--- src/hdl/tsna_pkg.sv ---
// Package with the types and constants shared by the tile-scan address unit.
`timescale 1ns / 1ps

package tsna_pkg;

    // Field widths of the input and result beats.
    localparam int ACTION_W = 2;
    localparam int INDEX_W  = 5;
    localparam int SIZE_W   = 10;
    localparam int CUR_W    = 18;
    localparam int NEXT_W   = 19;
    localparam int TILE_W   = 10;

    // Configuration register widths.
    localparam int LUMA_W   = 14;
    localparam int LOG2_W   = 3;
    localparam int TCNT_W   = 5;
    localparam int CFG_IDX_W  = 3;
    localparam int CFG_DATA_W = 14;

    // Internal widths: picture size in CTUs and the CTU count.
    localparam int CTU_W    = 14;
    localparam int COUNT_W  = 28;

    // Configuration register indexes.
    localparam logic [CFG_IDX_W-1:0] CFG_PIC_W   = 3'd0;
    localparam logic [CFG_IDX_W-1:0] CFG_PIC_H   = 3'd1;
    localparam logic [CFG_IDX_W-1:0] CFG_LOG2    = 3'd2;
    localparam logic [CFG_IDX_W-1:0] CFG_COLS_M1 = 3'd3;
    localparam logic [CFG_IDX_W-1:0] CFG_ROWS_M1 = 3'd4;
    localparam logic [CFG_IDX_W-1:0] CFG_UNIFORM = 3'd5;

    // Action codes carried in the input tuser.
    localparam logic [ACTION_W-1:0] ACT_LOAD_COL = 2'd0;
    localparam logic [ACTION_W-1:0] ACT_LOAD_ROW = 2'd1;
    localparam logic [ACTION_W-1:0] ACT_QUERY    = 2'd2;

    // Work kinds after classification by the front end.
    typedef enum logic [1:0] {
        KIND_LOAD_COL = 2'd0,
        KIND_LOAD_ROW = 2'd1,
        KIND_QUERY    = 2'd2,
        KIND_ZERO     = 2'd3
    } kind_t;

    typedef struct packed {
        kind_t               kind;
        logic [INDEX_W-1:0]  index;
        logic [SIZE_W-1:0]   size;
        logic [CUR_W-1:0]    cur;
    } cmd_t;

    typedef struct packed {
        logic [LUMA_W-1:0] pic_w;
        logic [LUMA_W-1:0] pic_h;
        logic [LOG2_W-1:0] log2;
        logic [TCNT_W-1:0] cols_m1;
        logic [TCNT_W-1:0] rows_m1;
        logic              uniform;
    } cfg_t;

    typedef struct packed {
        logic [NEXT_W-1:0] next_addr;
        logic [TILE_W-1:0] tile;
        logic              pic_end;
        logic              err;
    } result_t;

endpackage

--- src/hdl/tsna_ram.sv ---
// Generic single-port-write RAM with a registered read port.
`timescale 1ns / 1ps

module tsna_ram #(
    parameter int WIDTH = 10,
    parameter int DEPTH = 32
) (
    input  logic                                   clk,
    input  logic                                   we,
    input  logic [((DEPTH > 1) ? $clog2(DEPTH) : 1)-1:0] waddr,
    input  logic [WIDTH-1:0]                       wdata,
    input  logic [((DEPTH > 1) ? $clog2(DEPTH) : 1)-1:0] raddr,
    output logic [WIDTH-1:0]                       rdata
);

    logic [WIDTH-1:0] mem [DEPTH];

    // Write port and registered read port.
    always_ff @(posedge clk)
    begin
        if (we)
        begin
            mem[waddr] <= wdata;
        end
        rdata <= mem[raddr];
    end

endmodule

--- src/hdl/tsna_div.sv ---
// Restoring divider, one quotient bit per cycle.
`timescale 1ns / 1ps

module tsna_div #(
    parameter int NUM_W = 18,
    parameter int DEN_W = 14
) (
    input  logic             clk,
    input  logic             rst_n,
    input  logic             start,
    input  logic [NUM_W-1:0] num,
    input  logic [DEN_W-1:0] den,
    output logic             done,
    output logic [NUM_W-1:0] quo,
    output logic [DEN_W-1:0] rem
);

    localparam int CNT_W = $clog2(NUM_W + 1);

    logic [NUM_W-1:0] quo_reg, quo_next;
    logic [DEN_W-1:0] rem_reg, rem_next;
    logic [DEN_W-1:0] den_reg;
    logic [CNT_W-1:0] cnt_reg, cnt_next;
    logic             done_reg, done_next;
    logic [DEN_W:0]   trial;
    logic             ge;

    // One shift-and-subtract step.
    always_comb
    begin
        trial     = {rem_reg, quo_reg[NUM_W-1]};
        ge        = trial >= {1'b0, den_reg};
        rem_next  = rem_reg;
        quo_next  = quo_reg;
        cnt_next  = cnt_reg;
        done_next = 1'b0;
        if (start)
        begin
            rem_next = '0;
            quo_next = num;
            cnt_next = CNT_W'(NUM_W);
        end
        else if (cnt_reg != '0)
        begin
            rem_next  = ge ? DEN_W'(trial - {1'b0, den_reg}) : trial[DEN_W-1:0];
            quo_next  = {quo_reg[NUM_W-2:0], ge};
            cnt_next  = cnt_reg - 1'b1;
            done_next = (cnt_reg == CNT_W'(1));
        end
    end

    // Control state.
    always_ff @(posedge clk or negedge rst_n)
    begin
        if (!rst_n)
        begin
            cnt_reg  <= '0;
            done_reg <= 1'b0;
        end
        else
        begin
            cnt_reg  <= cnt_next;
            done_reg <= done_next;
        end
    end

    // Datapath registers.
    always_ff @(posedge clk)
    begin
        quo_reg <= quo_next;
        rem_reg <= rem_next;
        if (start)
        begin
            den_reg <= den;
        end
    end

    assign done = done_reg;
    assign quo  = quo_reg;
    assign rem  = rem_reg;

endmodule

--- src/hdl/tsna_front.sv ---
// Front end: accepts input beats, classifies them and queues the commands.
`timescale 1ns / 1ps

module tsna_front #(
    parameter int MAX_TILE_COLS = 32,
    parameter int MAX_TILE_ROWS = 32
) (
    input  logic                            clk,
    input  logic                            rst_n,
    input  logic                            s_tvalid,
    output logic                            s_tready,
    input  logic [39:0]                     s_tdata,
    input  logic [tsna_pkg::ACTION_W-1:0]   s_tuser,
    output logic                            cmd_valid,
    input  logic                            cmd_ready,
    output tsna_pkg::cmd_t                  cmd
);

    import tsna_pkg::*;

    cmd_t           q_reg [2];
    logic           wptr_reg, rptr_reg;
    logic [1:0]     cnt_reg, cnt_next;
    cmd_t           in_cmd;
    logic           push, pop;
    logic [INDEX_W-1:0] idx;

    // Classify the incoming beat.
    always_comb
    begin
        idx          = s_tdata[INDEX_W-1:0];
        in_cmd.index = idx;
        in_cmd.size  = s_tdata[INDEX_W+SIZE_W-1:INDEX_W];
        in_cmd.cur   = s_tdata[INDEX_W+SIZE_W+CUR_W-1:INDEX_W+SIZE_W];
        unique case (s_tuser)
            ACT_LOAD_COL:
                in_cmd.kind = (32'(idx) < MAX_TILE_COLS) ? KIND_LOAD_COL : KIND_ZERO;
            ACT_LOAD_ROW:
                in_cmd.kind = (32'(idx) < MAX_TILE_ROWS) ? KIND_LOAD_ROW : KIND_ZERO;
            ACT_QUERY:
                in_cmd.kind = KIND_QUERY;
            default:
                in_cmd.kind = KIND_ZERO;
        endcase
    end

    assign s_tready  = (cnt_reg != 2'd2);
    assign cmd_valid = (cnt_reg != 2'd0);
    assign push      = s_tvalid && s_tready;
    assign pop       = cmd_valid && cmd_ready;
    assign cmd       = q_reg[rptr_reg];

    always_comb
    begin
        cnt_next = cnt_reg;
        if (push && !pop)
        begin
            cnt_next = cnt_reg + 1'b1;
        end
        else if (pop && !push)
        begin
            cnt_next = cnt_reg - 1'b1;
        end
    end

    // Two-entry command queue pointers.
    always_ff @(posedge clk or negedge rst_n)
    begin
        if (!rst_n)
        begin
            wptr_reg <= 1'b0;
            rptr_reg <= 1'b0;
            cnt_reg  <= 2'd0;
        end
        else
        begin
            if (push)
            begin
                wptr_reg <= ~wptr_reg;
            end
            if (pop)
            begin
                rptr_reg <= ~rptr_reg;
            end
            cnt_reg <= cnt_next;
        end
    end

    // Queue storage.
    always_ff @(posedge clk)
    begin
        if (push)
        begin
            q_reg[wptr_reg] <= in_cmd;
        end
    end

endmodule

--- src/hdl/tsna_back.sv ---
// Back end: table loads and the tile-scan address sequencer with result register.
`timescale 1ns / 1ps

module tsna_back #(
    parameter int MAX_TILE_COLS = 32,
    parameter int MAX_TILE_ROWS = 32,
    parameter int ADDR_BITS     = 18
) (
    input  logic            clk,
    input  logic            rst_n,
    input  tsna_pkg::cfg_t  cfg,
    input  logic            cmd_valid,
    output logic            cmd_ready,
    input  tsna_pkg::cmd_t  cmd,
    output logic            m_tvalid,
    input  logic            m_tready,
    output logic [31:0]     m_tdata,
    output logic            m_tlast,
    output logic            m_tuser
);

    import tsna_pkg::*;

    localparam int CIW = (MAX_TILE_COLS > 1) ? $clog2(MAX_TILE_COLS) : 1;
    localparam int RIW = (MAX_TILE_ROWS > 1) ? $clog2(MAX_TILE_ROWS) : 1;
    localparam logic [COUNT_W-1:0] COUNT_LIMIT = COUNT_W'(1) << ADDR_BITS;

    typedef enum logic [10:0] {
        S_IDLE  = 11'b00000000001,
        S_SIZE  = 11'b00000000010,
        S_CHECK = 11'b00000000100,
        S_XY    = 11'b00000001000,
        S_AXIS  = 11'b00000010000,
        S_ADIV  = 11'b00000100000,
        S_PREP  = 11'b00001000000,
        S_SCAN  = 11'b00010000000,
        S_MUL   = 11'b00100000000,
        S_FIN   = 11'b01000000000,
        S_OUT   = 11'b10000000000
    } state_t;

    state_t              state_reg, state_next;
    cmd_t                cmd_reg;
    logic [CTU_W-1:0]    fw_reg, fh_reg;
    logic [COUNT_W-1:0]  count_reg;
    logic [CTU_W-1:0]    x_reg, y_reg;
    logic                axis_reg;
    logic [CTU_W-1:0]    len_reg, tgt_reg, start_reg;
    logic [TCNT_W:0]     n_reg;
    logic [TCNT_W-1:0]   nm1_reg, i_reg;
    logic [CTU_W-1:0]    q_reg;
    logic [TCNT_W-1:0]   r_reg, acc_reg;
    logic                found_reg;
    logic [TCNT_W-1:0]   fidx_reg;
    logic [CTU_W-1:0]    flo_reg, fhi_reg;
    logic [TCNT_W-1:0]   col_reg, row_reg;
    logic [CTU_W-1:0]    cs_lo_reg, cs_hi_reg, rs_hi_reg, rs_lo_reg;
    logic [TILE_W:0]     tile_reg;
    logic [COUNT_W-1:0]  prod_reg;
    result_t             res_reg;
    logic                out_valid_reg;
    result_t             out_reg;

    // Picture size in CTUs.
    logic [LUMA_W:0]     ctu_m1, w_sum, h_sum;
    logic [CTU_W-1:0]    fw_c, fh_c;

    // Divider interface.
    logic                div_start, div_done;
    logic [CUR_W-1:0]    div_num, div_quo;
    logic [CTU_W-1:0]    div_den, div_rem;

    // Table memories.
    logic [SIZE_W-1:0]   col_rdata, row_rdata, tab;
    logic [5:0]          widx, ridx;
    logic                col_we, row_we;

    // Axis setup and scan step.
    logic [CTU_W-1:0]    ax_len, ax_tgt;
    logic [TCNT_W:0]     ax_n;
    logic [TCNT_W-1:0]   ax_nm1;
    logic [TCNT_W+1:0]   acc_sum;
    logic                carry, last, tab_err, hit;
    logic [CTU_W-1:0]    uni_next, s_next;
    logic [CTU_W:0]      sum_new;
    logic [TCNT_W-1:0]   f_idx;
    logic [CTU_W-1:0]    f_lo, f_hi;
    logic [TCNT_W:0]     cols_n, rows_n;

    // Final address.
    logic                xend, yend, last_tile;
    result_t             fin_res;
    logic                basic_err;

    assign ctu_m1 = (LUMA_W + 1)'((15'(1) << cfg.log2) - 15'(1));
    assign w_sum  = {1'b0, cfg.pic_w} + ctu_m1;
    assign h_sum  = {1'b0, cfg.pic_h} + ctu_m1;
    assign fw_c   = CTU_W'(w_sum >> cfg.log2);
    assign fh_c   = CTU_W'(h_sum >> cfg.log2);
    assign cols_n = {1'b0, cfg.cols_m1} + 1'b1;
    assign rows_n = {1'b0, cfg.rows_m1} + 1'b1;

    tsna_div #(
        .NUM_W (CUR_W),
        .DEN_W (CTU_W)
    ) u_div (
        .clk   (clk),
        .rst_n (rst_n),
        .start (div_start),
        .num   (div_num),
        .den   (div_den),
        .done  (div_done),
        .quo   (div_quo),
        .rem   (div_rem)
    );

    // Table writes come straight from the command; reads walk the scan index.
    assign widx   = {1'b0, cmd.index};
    assign ridx   = (state_reg == S_SCAN) ? (6'({1'b0, i_reg}) + 6'd1) : 6'd0;
    assign col_we = (state_reg == S_IDLE) && cmd_valid && (cmd.kind == KIND_LOAD_COL);
    assign row_we = (state_reg == S_IDLE) && cmd_valid && (cmd.kind == KIND_LOAD_ROW);

    tsna_ram #(
        .WIDTH (SIZE_W),
        .DEPTH (MAX_TILE_COLS)
    ) u_col_ram (
        .clk   (clk),
        .we    (col_we),
        .waddr (widx[CIW-1:0]),
        .wdata (cmd.size),
        .raddr (ridx[CIW-1:0]),
        .rdata (col_rdata)
    );

    tsna_ram #(
        .WIDTH (SIZE_W),
        .DEPTH (MAX_TILE_ROWS)
    ) u_row_ram (
        .clk   (clk),
        .we    (row_we),
        .waddr (widx[RIW-1:0]),
        .wdata (cmd.size),
        .raddr (ridx[RIW-1:0]),
        .rdata (row_rdata)
    );

    // Axis selection and one step of the boundary walk.
    always_comb
    begin
        ax_len   = axis_reg ? fh_reg : fw_reg;
        ax_tgt   = axis_reg ? y_reg : x_reg;
        ax_n     = axis_reg ? rows_n : cols_n;
        ax_nm1   = axis_reg ? cfg.rows_m1 : cfg.cols_m1;
        tab      = axis_reg ? row_rdata : col_rdata;
        acc_sum  = {2'b00, acc_reg} + {2'b00, r_reg};
        carry    = acc_sum >= {1'b0, n_reg};
        uni_next = start_reg + q_reg + CTU_W'(carry);
        sum_new  = {1'b0, start_reg} + {5'b00000, tab};
        last     = (i_reg == nm1_reg);
        s_next   = last ? len_reg : (cfg.uniform ? uni_next : sum_new[CTU_W-1:0]);
        tab_err  = !cfg.uniform && !last &&
                   ((tab == '0) || (sum_new >= {1'b0, len_reg}));
        hit      = !found_reg && (tgt_reg < s_next);
        f_idx    = found_reg ? fidx_reg : i_reg;
        f_lo     = found_reg ? flo_reg : start_reg;
        f_hi     = found_reg ? fhi_reg : s_next;
    end

    // Divider operand selection.
    always_comb
    begin
        div_start = 1'b0;
        div_num   = {{(CUR_W-CTU_W){1'b0}}, ax_len};
        div_den   = {{(CTU_W-TCNT_W-1){1'b0}}, ax_n};
        if (state_reg == S_CHECK)
        begin
            div_num   = cmd_reg.cur;
            div_den   = fw_reg;
            div_start = !basic_err;
        end
        else if (state_reg == S_AXIS)
        begin
            div_start = cfg.uniform && ({{(CTU_W-TCNT_W-1){1'b0}}, ax_n} <= ax_len);
        end
    end

    assign basic_err = (fw_reg == '0) || (fh_reg == '0) || (count_reg > COUNT_LIMIT) ||
                       (32'(cols_n) > MAX_TILE_COLS) || (32'(rows_n) > MAX_TILE_ROWS) ||
                       ({{(COUNT_W-CUR_W){1'b0}}, cmd_reg.cur} >= count_reg);

    // Next address from the located tile.
    always_comb
    begin
        xend      = (x_reg == cs_hi_reg - 1'b1);
        yend      = (y_reg == rs_hi_reg - 1'b1);
        last_tile = (col_reg == cfg.cols_m1) && (row_reg == cfg.rows_m1);
        fin_res   = '0;
        fin_res.tile = tile_reg[TILE_W-1:0];
        if (xend && yend)
        begin
            if (last_tile)
            begin
                fin_res.next_addr = count_reg[NEXT_W-1:0];
                fin_res.pic_end   = 1'b1;
            end
            else if (col_reg != cfg.cols_m1)
            begin
                fin_res.next_addr = prod_reg[NEXT_W-1:0] +
                                    {{(NEXT_W-CTU_W){1'b0}}, cs_hi_reg};
            end
            else
            begin
                fin_res.next_addr = prod_reg[NEXT_W-1:0];
            end
        end
        else if (xend)
        begin
            fin_res.next_addr = {1'b0, cmd_reg.cur} +
                                {{(NEXT_W-CTU_W){1'b0}}, fw_reg} -
                                {{(NEXT_W-CTU_W){1'b0}}, cs_hi_reg - cs_lo_reg} + 1'b1;
        end
        else
        begin
            fin_res.next_addr = {1'b0, cmd_reg.cur} + 1'b1;
        end
    end

    // Sequencer state transitions.
    always_comb
    begin
        state_next = state_reg;
        unique case (state_reg)
            S_IDLE:
            begin
                if (cmd_valid)
                begin
                    state_next = (cmd.kind == KIND_QUERY) ? S_SIZE : S_OUT;
                end
            end
            S_SIZE:
                state_next = S_CHECK;
            S_CHECK:
                state_next = basic_err ? S_OUT : S_XY;
            S_XY:
            begin
                if (div_done)
                begin
                    state_next = S_AXIS;
                end
            end
            S_AXIS:
            begin
                if (cfg.uniform)
                begin
                    state_next = div_start ? S_ADIV : S_OUT;
                end
                else
                begin
                    state_next = S_PREP;
                end
            end
            S_ADIV:
            begin
                if (div_done)
                begin
                    state_next = S_SCAN;
                end
            end
            S_PREP:
                state_next = S_SCAN;
            S_SCAN:
            begin
                if (tab_err)
                begin
                    state_next = S_OUT;
                end
                else if (last)
                begin
                    state_next = axis_reg ? S_MUL : S_AXIS;
                end
            end
            S_MUL:
                state_next = S_FIN;
            S_FIN:
                state_next = S_OUT;
            S_OUT:
            begin
                if (!out_valid_reg || m_tready)
                begin
                    state_next = S_IDLE;
                end
            end
            default:
                state_next = S_IDLE;
        endcase
    end

    assign cmd_ready = (state_reg == S_IDLE);

    // Control registers and the output register.
    always_ff @(posedge clk or negedge rst_n)
    begin
        if (!rst_n)
        begin
            state_reg     <= S_IDLE;
            out_valid_reg <= 1'b0;
        end
        else
        begin
            state_reg <= state_next;
            if ((state_reg == S_OUT) && (!out_valid_reg || m_tready))
            begin
                out_valid_reg <= 1'b1;
            end
            else if (m_tready)
            begin
                out_valid_reg <= 1'b0;
            end
        end
    end

    // Datapath registers.
    always_ff @(posedge clk)
    begin
        if ((state_reg == S_OUT) && (!out_valid_reg || m_tready))
        begin
            out_reg <= res_reg;
        end
        unique case (state_reg)
            S_IDLE:
            begin
                cmd_reg  <= cmd;
                fw_reg   <= fw_c;
                fh_reg   <= fh_c;
                res_reg  <= '0;
                axis_reg <= 1'b0;
            end
            S_SIZE:
                count_reg <= {{(COUNT_W-CTU_W){1'b0}}, fw_reg} *
                             {{(COUNT_W-CTU_W){1'b0}}, fh_reg};
            S_CHECK:
                res_reg.err <= basic_err;
            S_XY:
            begin
                x_reg <= div_rem;
                y_reg <= div_quo[CTU_W-1:0];
            end
            S_AXIS:
            begin
                len_reg   <= ax_len;
                tgt_reg   <= ax_tgt;
                n_reg     <= ax_n;
                nm1_reg   <= ax_nm1;
                i_reg     <= '0;
                start_reg <= '0;
                acc_reg   <= '0;
                found_reg <= 1'b0;
                if (cfg.uniform && !div_start)
                begin
                    res_reg.err <= 1'b1;
                end
            end
            S_ADIV:
            begin
                q_reg <= div_quo[CTU_W-1:0];
                r_reg <= div_rem[TCNT_W-1:0];
            end
            S_SCAN:
            begin
                if (tab_err)
                begin
                    res_reg.err <= 1'b1;
                end
                i_reg     <= i_reg + 1'b1;
                start_reg <= s_next;
                acc_reg   <= carry ? TCNT_W'(acc_sum - {1'b0, n_reg}) : acc_sum[TCNT_W-1:0];
                if (hit)
                begin
                    found_reg <= 1'b1;
                    fidx_reg  <= i_reg;
                    flo_reg   <= start_reg;
                    fhi_reg   <= s_next;
                end
                if (last)
                begin
                    axis_reg <= 1'b1;
                    if (axis_reg)
                    begin
                        row_reg   <= f_idx;
                        rs_lo_reg <= f_lo;
                        rs_hi_reg <= f_hi;
                    end
                    else
                    begin
                        col_reg   <= f_idx;
                        cs_lo_reg <= f_lo;
                        cs_hi_reg <= f_hi;
                    end
                end
            end
            S_MUL:
            begin
                tile_reg <= {{(TILE_W+1-TCNT_W){1'b0}}, row_reg} *
                            {{(TILE_W-TCNT_W){1'b0}}, cols_n} +
                            {{(TILE_W+1-TCNT_W){1'b0}}, col_reg};
                prod_reg <= {{(COUNT_W-CTU_W){1'b0}},
                             ((col_reg != cfg.cols_m1) ? rs_lo_reg : rs_hi_reg)} *
                            {{(COUNT_W-CTU_W){1'b0}}, fw_reg};
            end
            S_FIN:
                res_reg <= fin_res;
            default:
            begin
            end
        endcase
    end

    assign m_tvalid = out_valid_reg;
    assign m_tdata  = {3'b000, out_reg.tile, out_reg.next_addr};
    assign m_tlast  = out_reg.pic_end;
    assign m_tuser  = out_reg.err;

endmodule

--- src/hdl/tile_scan_next_ctu_address_core.sv ---
// Top level of the tile-scan next-CTU-address unit: configuration registers and wiring.
`timescale 1ns / 1ps
//
// Input stream (s_*): each beat carries an action in tuser. Actions load a tile
// column width or row height table entry, or query the next raster address in
// tile scan for a given CTU. Every accepted beat gives exactly one result beat.
// Output stream (m_*): next raster address and tile index in tdata, picture end
// in tlast, geometry error in tuser.
// Configuration channel (cfg_*): register index and data; always ready. It is to be
// written only while no beat is in flight; the block itself does not enforce this.
// A query first finds the CTU position in the shared bit-serial divider. Then, per
// axis, it sets up either the uniform spacing (again in the divider) or the
// tables, and walks the tile boundaries. Beats are handled one at a time.
// A two-beat command queue lets the input side keep accepting while a query runs,
// and the output register holds a result until the receiver takes it; a stalled
// receiver stalls the sequencer, then the queue fills and s_tready drops.
// Reset restores the register defaults (1920x1080, 64-sample CTUs, one tile,
// uniform); the width and height tables hold nothing until loaded.
//

module tile_scan_next_ctu_address_core #(
    parameter int MAX_TILE_COLS = 32,
    parameter int MAX_TILE_ROWS = 32,
    parameter int ADDR_BITS     = 18
) (
    input  logic                              clk,
    input  logic                              rst_n,
    // Fields from bit 0: entry_index[4:0], entry_size[14:5], cur_raster_addr[32:15]
    input  logic [39:0]                       s_tdata,
    // Fields from bit 0: action[1:0]
    input  logic [tsna_pkg::ACTION_W-1:0]     s_tuser,
    input  logic                              s_tvalid,
    output logic                              s_tready,
    // Fields from bit 0: next_raster_addr[18:0], tile_index[28:19]
    output logic [31:0]                       m_tdata,
    // Field: picture_end
    output logic                              m_tlast,
    // Field: geometry_error
    output logic                              m_tuser,
    output logic                              m_tvalid,
    input  logic                              m_tready,
    input  logic                              cfg_valid,
    output logic                              cfg_ready,
    input  logic [tsna_pkg::CFG_IDX_W-1:0]    cfg_index,
    input  logic [tsna_pkg::CFG_DATA_W-1:0]   cfg_data
);

    import tsna_pkg::*;

    cfg_t  cfg_reg;
    logic  cmd_valid, cmd_ready;
    cmd_t  cmd;

    assign cfg_ready = 1'b1;

    // Configuration register file.
    always_ff @(posedge clk or negedge rst_n)
    begin
        if (!rst_n)
        begin
            cfg_reg.pic_w   <= 14'd1920;
            cfg_reg.pic_h   <= 14'd1080;
            cfg_reg.log2    <= 3'd6;
            cfg_reg.cols_m1 <= '0;
            cfg_reg.rows_m1 <= '0;
            cfg_reg.uniform <= 1'b1;
        end
        else if (cfg_valid && cfg_ready)
        begin
            case (cfg_index)
                CFG_PIC_W:   cfg_reg.pic_w   <= cfg_data[LUMA_W-1:0];
                CFG_PIC_H:   cfg_reg.pic_h   <= cfg_data[LUMA_W-1:0];
                CFG_LOG2:    cfg_reg.log2    <= cfg_data[LOG2_W-1:0];
                CFG_COLS_M1: cfg_reg.cols_m1 <= cfg_data[TCNT_W-1:0];
                CFG_ROWS_M1: cfg_reg.rows_m1 <= cfg_data[TCNT_W-1:0];
                CFG_UNIFORM: cfg_reg.uniform <= cfg_data[0];
                default:
                begin
                end
            endcase
        end
    end

    tsna_front #(
        .MAX_TILE_COLS (MAX_TILE_COLS),
        .MAX_TILE_ROWS (MAX_TILE_ROWS)
    ) u_front (
        .clk       (clk),
        .rst_n     (rst_n),
        .s_tvalid  (s_tvalid),
        .s_tready  (s_tready),
        .s_tdata   (s_tdata),
        .s_tuser   (s_tuser),
        .cmd_valid (cmd_valid),
        .cmd_ready (cmd_ready),
        .cmd       (cmd)
    );

    tsna_back #(
        .MAX_TILE_COLS (MAX_TILE_COLS),
        .MAX_TILE_ROWS (MAX_TILE_ROWS),
        .ADDR_BITS     (ADDR_BITS)
    ) u_back (
        .clk       (clk),
        .rst_n     (rst_n),
        .cfg       (cfg_reg),
        .cmd_valid (cmd_valid),
        .cmd_ready (cmd_ready),
        .cmd       (cmd),
        .m_tvalid  (m_tvalid),
        .m_tready  (m_tready),
        .m_tdata   (m_tdata),
        .m_tlast   (m_tlast),
        .m_tuser   (m_tuser)
    );

endmodule
--- config.mk ---
export PLATFORM = sky130hd
export DESIGN_NAME = tile_scan_next_ctu_address_core
export DESIGN_NICKNAME = d
export VERILOG_FILES = /design/src/hdl/tsna_pkg.sv /design/src/hdl/tsna_ram.sv /design/src/hdl/tsna_div.sv /design/src/hdl/tsna_front.sv /design/src/hdl/tsna_back.sv /design/src/hdl/tile_scan_next_ctu_address_core.sv
export SDC_FILE = /design/constraint.sdc
export NUM_CORES = 2
export LEC_CHECK = 0
export BUFFER_PORTS_ARGS = -buffer_cell sky130_fd_sc_hd__clkbuf_2
export CAP_MARGIN = 20
export CORE_ASPECT_RATIO = 0.7
export CORE_MARGIN = 2
export CORE_UTILIZATION = 39
export CTS_BUF_LIST = sky130_fd_sc_hd__clkbuf_4 sky130_fd_sc_hd__clkbuf_8 sky130_fd_sc_hd__clkbuf_16
export DETAILED_ROUTE_END_ITERATION = 12
export GPL_TIMING_DRIVEN = 0
export HOLD_SLACK_MARGIN = 0.15
export PLACE_DENSITY_LB_ADDON = 0.12
export SLEW_MARGIN = 25
export SYNTH_ARGS = -nofsm -noshare
export SYNTH_HDL_FRONTEND = slang
export SYNTH_SLANG_ARGS = --single-unit
--- constraint.sdc ---
create_clock -name clk -period 9.32 [get_ports clk]
set_clock_uncertainty 0.15 [all_clocks]
set_input_delay 1.864 -clock clk [delete_from_list [all_inputs] [get_ports clk]]
set_output_delay 1.864 -clock clk [all_outputs]
set_load 0.01 [all_outputs]
==> impl_metrics.py <==
metrics = {
    "synth": {
        "synth_most_common_cell": "edfxtp_1",
        "ys_warn_count": 0,
        "seq_area_frac_synth_pct": 52.3,
        "yosysUniqueCellTypes": 94,
        "netlist_instances": 5791,
        "yosys.area.top_type_share_pct": 48.9,
        "synth_area_um2": 68600,
        "synthArstFlopShare_pct": 5.26,
        "synthTopCellsByArea": "edfxtp_1, fa_1, ha_1, nand2_1, inv_1",
        "synth_seq_cells": 1216,
        "synth_area_leader_cell": "edfxtp_1",
        "synth_common_cells": "edfxtp_1, nand2_1, inv_1",
        "synthFlopType": "edfxtp_1",
        "syn_avg_cell_area_um2": 11.9,
        "synth_edf_count": 1118,
    },
    "route": {
        "vias_per_cell": 5.54,
        "drc_errors": 0,
        "finalWirelength_um": 217000,
        "drtIter0Drc": 5007,
        "drt.antenna.violating_nets": 0,
        "wl_per_cell_um": 25.5,
        "num_vias": 47120,
        "dr.pass1.iters": 7,
    },
    "clock_tree": {
        "clkTransAtPathRegs_ps": 60,
        "cts_tree": "done",
        "post-cts-setup-buffers": 0,
        "cts.sink_count": 1216,
        "hold_buffers": 0,
        "cts_root_buf": "clkbuf_16",
        "htreeDepth": 3,
        "clock_path_buffers": 3,
        "numCtsBuffers": 121,
        "clk_latency_ps": 800,
    },
    "die": {
        "die_area_um2": 179000,
        "core_um2": 174000,
        "start_util_pct": 39.4,
        "die_w_um": 505,
        "ioPinCount": 101,
        "rows": 128,
        "die_y_um": 355,
    },
    "final_layout": {
        "layout.nets": 6752,
        "final_layout_size_suffix_gt1_share_pct": 9.81,
        "fin_util_pct": 44.1,
        "area_growth_pct": 12.2,
        "fin_cells": 8501,
    },
    "global_route": {
        "track_usage_pct": 23.9,
        "grt_pass1_wl_um": 314000,
        "grt_max_degree": 65,
        "antenna_found_initial": 26,
        "overflow": 0,
        "grt_pass1_vias": 45613,
    },
    "setup_path": {
        "required_ps": 9680,
        "end_kind": "flop",
        "cp-start-kind": "flop",
        "arrival_ps": 9400,
        "crit_path_max_fanout": 10,
        "criticalPathCategory": "reg -> reg",
    },
    "run": {
        "cap_violations": 0,
    },
    "hold_path": {
        "hold_path_class": "reg -> reg",
    },
    "timing": {
        "post-route-min-period_ps": 9040,
        "worst_slew_pin_slew_ps": 1350,
        "rsz0062_at_grt": "no",
        "fin_crit_sh_pct": 97.0,
        "maxSlewViolCount": 0,
        "holdWs_ps": 269,
        "final.setup.tns_ps": 0,
        "final-setup-viol-count": 0,
        "fmax_ghz": 0.111,
        "hold_viol": 0,
        "relSlewSlack_pct": 9.06,
    },
    "placement": {
        "port_buffers": 87,
        "hpwl_um": 165000,
        "dp.cells": 8267,
        "gp_congestion": 0.924,
    },
    "run_status": {
        "status": "complete, no violations",
    },
}
## cells in the final DEF, fill, tap and decap left out, types with 24 or more instances in the layout
cell type,n
a21oi_1,230
clkinv_2,29
ha_1,350
and2_1,186
o221ai_1,161
a211oi_1,56
a21o_1,56
dfrtp_1,52
mux2_2,147
o31ai_1,27
clkbuf_2,96
xnor2_1,170
clkbuf_16,121
dfxtp_1,34
inv_1,485
nor2_1,271
o21a_1,33
nor3_1,50
xor2_1,79
and3_1,40
nand2b_1,31
nor2b_1,30
o211ai_1,33
o21ai_0,171
nand2_1,693
a31oi_1,56
nor4_1,30
mux2i_1,134
fa_1,288
nand3_1,195
buf_4,24
clkbuf_1,237
edfxtp_1,1118
## path summary, 6_finish.rpt
| path | from | end | slack (ps) | cells after the start |
|---|---|---|---|---|
| hold reg to reg | u_back.res_reg[27]$_SDFFCE_PN0P_ | u_back.m_tdata[15]$_DFFE_PP_ | 270 | 0 |
| hold / removal | u_back.res_reg[27]$_SDFFCE_PN0P_ | u_back.m_tdata[15]$_DFFE_PP_ | 270 | 0 |
| max in group asynchronous | rst_n | cfg_reg[37]$_DFFE_PN1P_ | 7600 | 2 |
| setup / recovery | u_back.fw_reg[5]$_DFFE_PP_ | u_back.count_reg[27]$_DFFE_PP_ | 280 | 22 |
| setup reg to reg | u_back.fw_reg[5]$_DFFE_PP_ | u_back.count_reg[27]$_DFFE_PP_ | 280 | 22 |
| min in group asynchronous | rst_n | u_back.u_div.cnt_reg[3]$_DFFE_PN0P_ | 780 | 1 |
## per-stage QoR
step | cell area [um^2] | setup WS [ps]
3_5_place_dp | 72800 | 387
4_1_cts | 76900 | 268
6_report | 77000 | 279
2_1_floorplan | 68700 | 1730
5_1_grt | 77000 | 49.4
3_3_place_gp | 72000 | -1570
## timing repair
action / 4_1_cts / 5_1_grt
endpoints found under the hold margin: 0 / 0
setup endpoints to repair: 0 / 2
resized for setup: 0 / 9
## per-layer routing
layer | up-vias | share of wire, % | track usage [%]
met5 | - | 0.14 | 0.891
met2 | 1828 | 38 | 30.7
met1 | 23706 | 50 | 38.6
li1 | 21347 | - | -
met4 | 14 | 1.8 | 4.25
met3 | 225 | 11 | 7.18
## kinds of logic (layout without fill, tap and decap cells)
family / after synthesis / after routing / share of synthesized area [%]
AO/OA/AOI/OAI: 981 / 981 / 9.70
AND/OR/NAND/NOR: 1635 / 1635 / 11.1
XOR/XNOR: 251 / 251 / 3.24
buffers and inverters: 773 / 1128 / 4.30
multiplexers: 295 / 295 / 4.62
other: 2 / 17 / 0.0109
adder cells (fa/ha/maj): 638 / 638 / 14.8
flip-flops: 1216 / 1216 / 52.3
## worst max-delay path: stages (launching register included)
cell and delay [ps]:
edfxtp_1 710, clkdlybuf4s15_1 780, clkbuf_1 570, nand2_1 140
fa_1 530, inv_1 60, fa_1 490, inv_1 60
fa_1 550, inv_1 60, fa_1 470, fa_1 530
fa_1 440, ha_1 380, a2111oi_0 650, a21oi_1 200
a2111oi_2 650, o31a_1 440, a211o_1 260, nand3_1 120
a31o_2 270, a21oi_1 170, xnor2_1 80
## final cells by class
cell class / count / area (um^2)
timing repair buffer: 126 / 1000
antenna: 5 / 12.5
multi-input combinational: 3812 / 30100
sequential: 1216 / 35900
clock buffer: 151 / 3310
fill: 16123 / 97400
clock inverter: 78 / 821
inverter: 490 / 1840
tap: 2340 / 2930
buffer: 283 / 1130
Power is not shown: default switching activity piles up to over one toggle a cycle in this logic, so the estimate is an artifact.
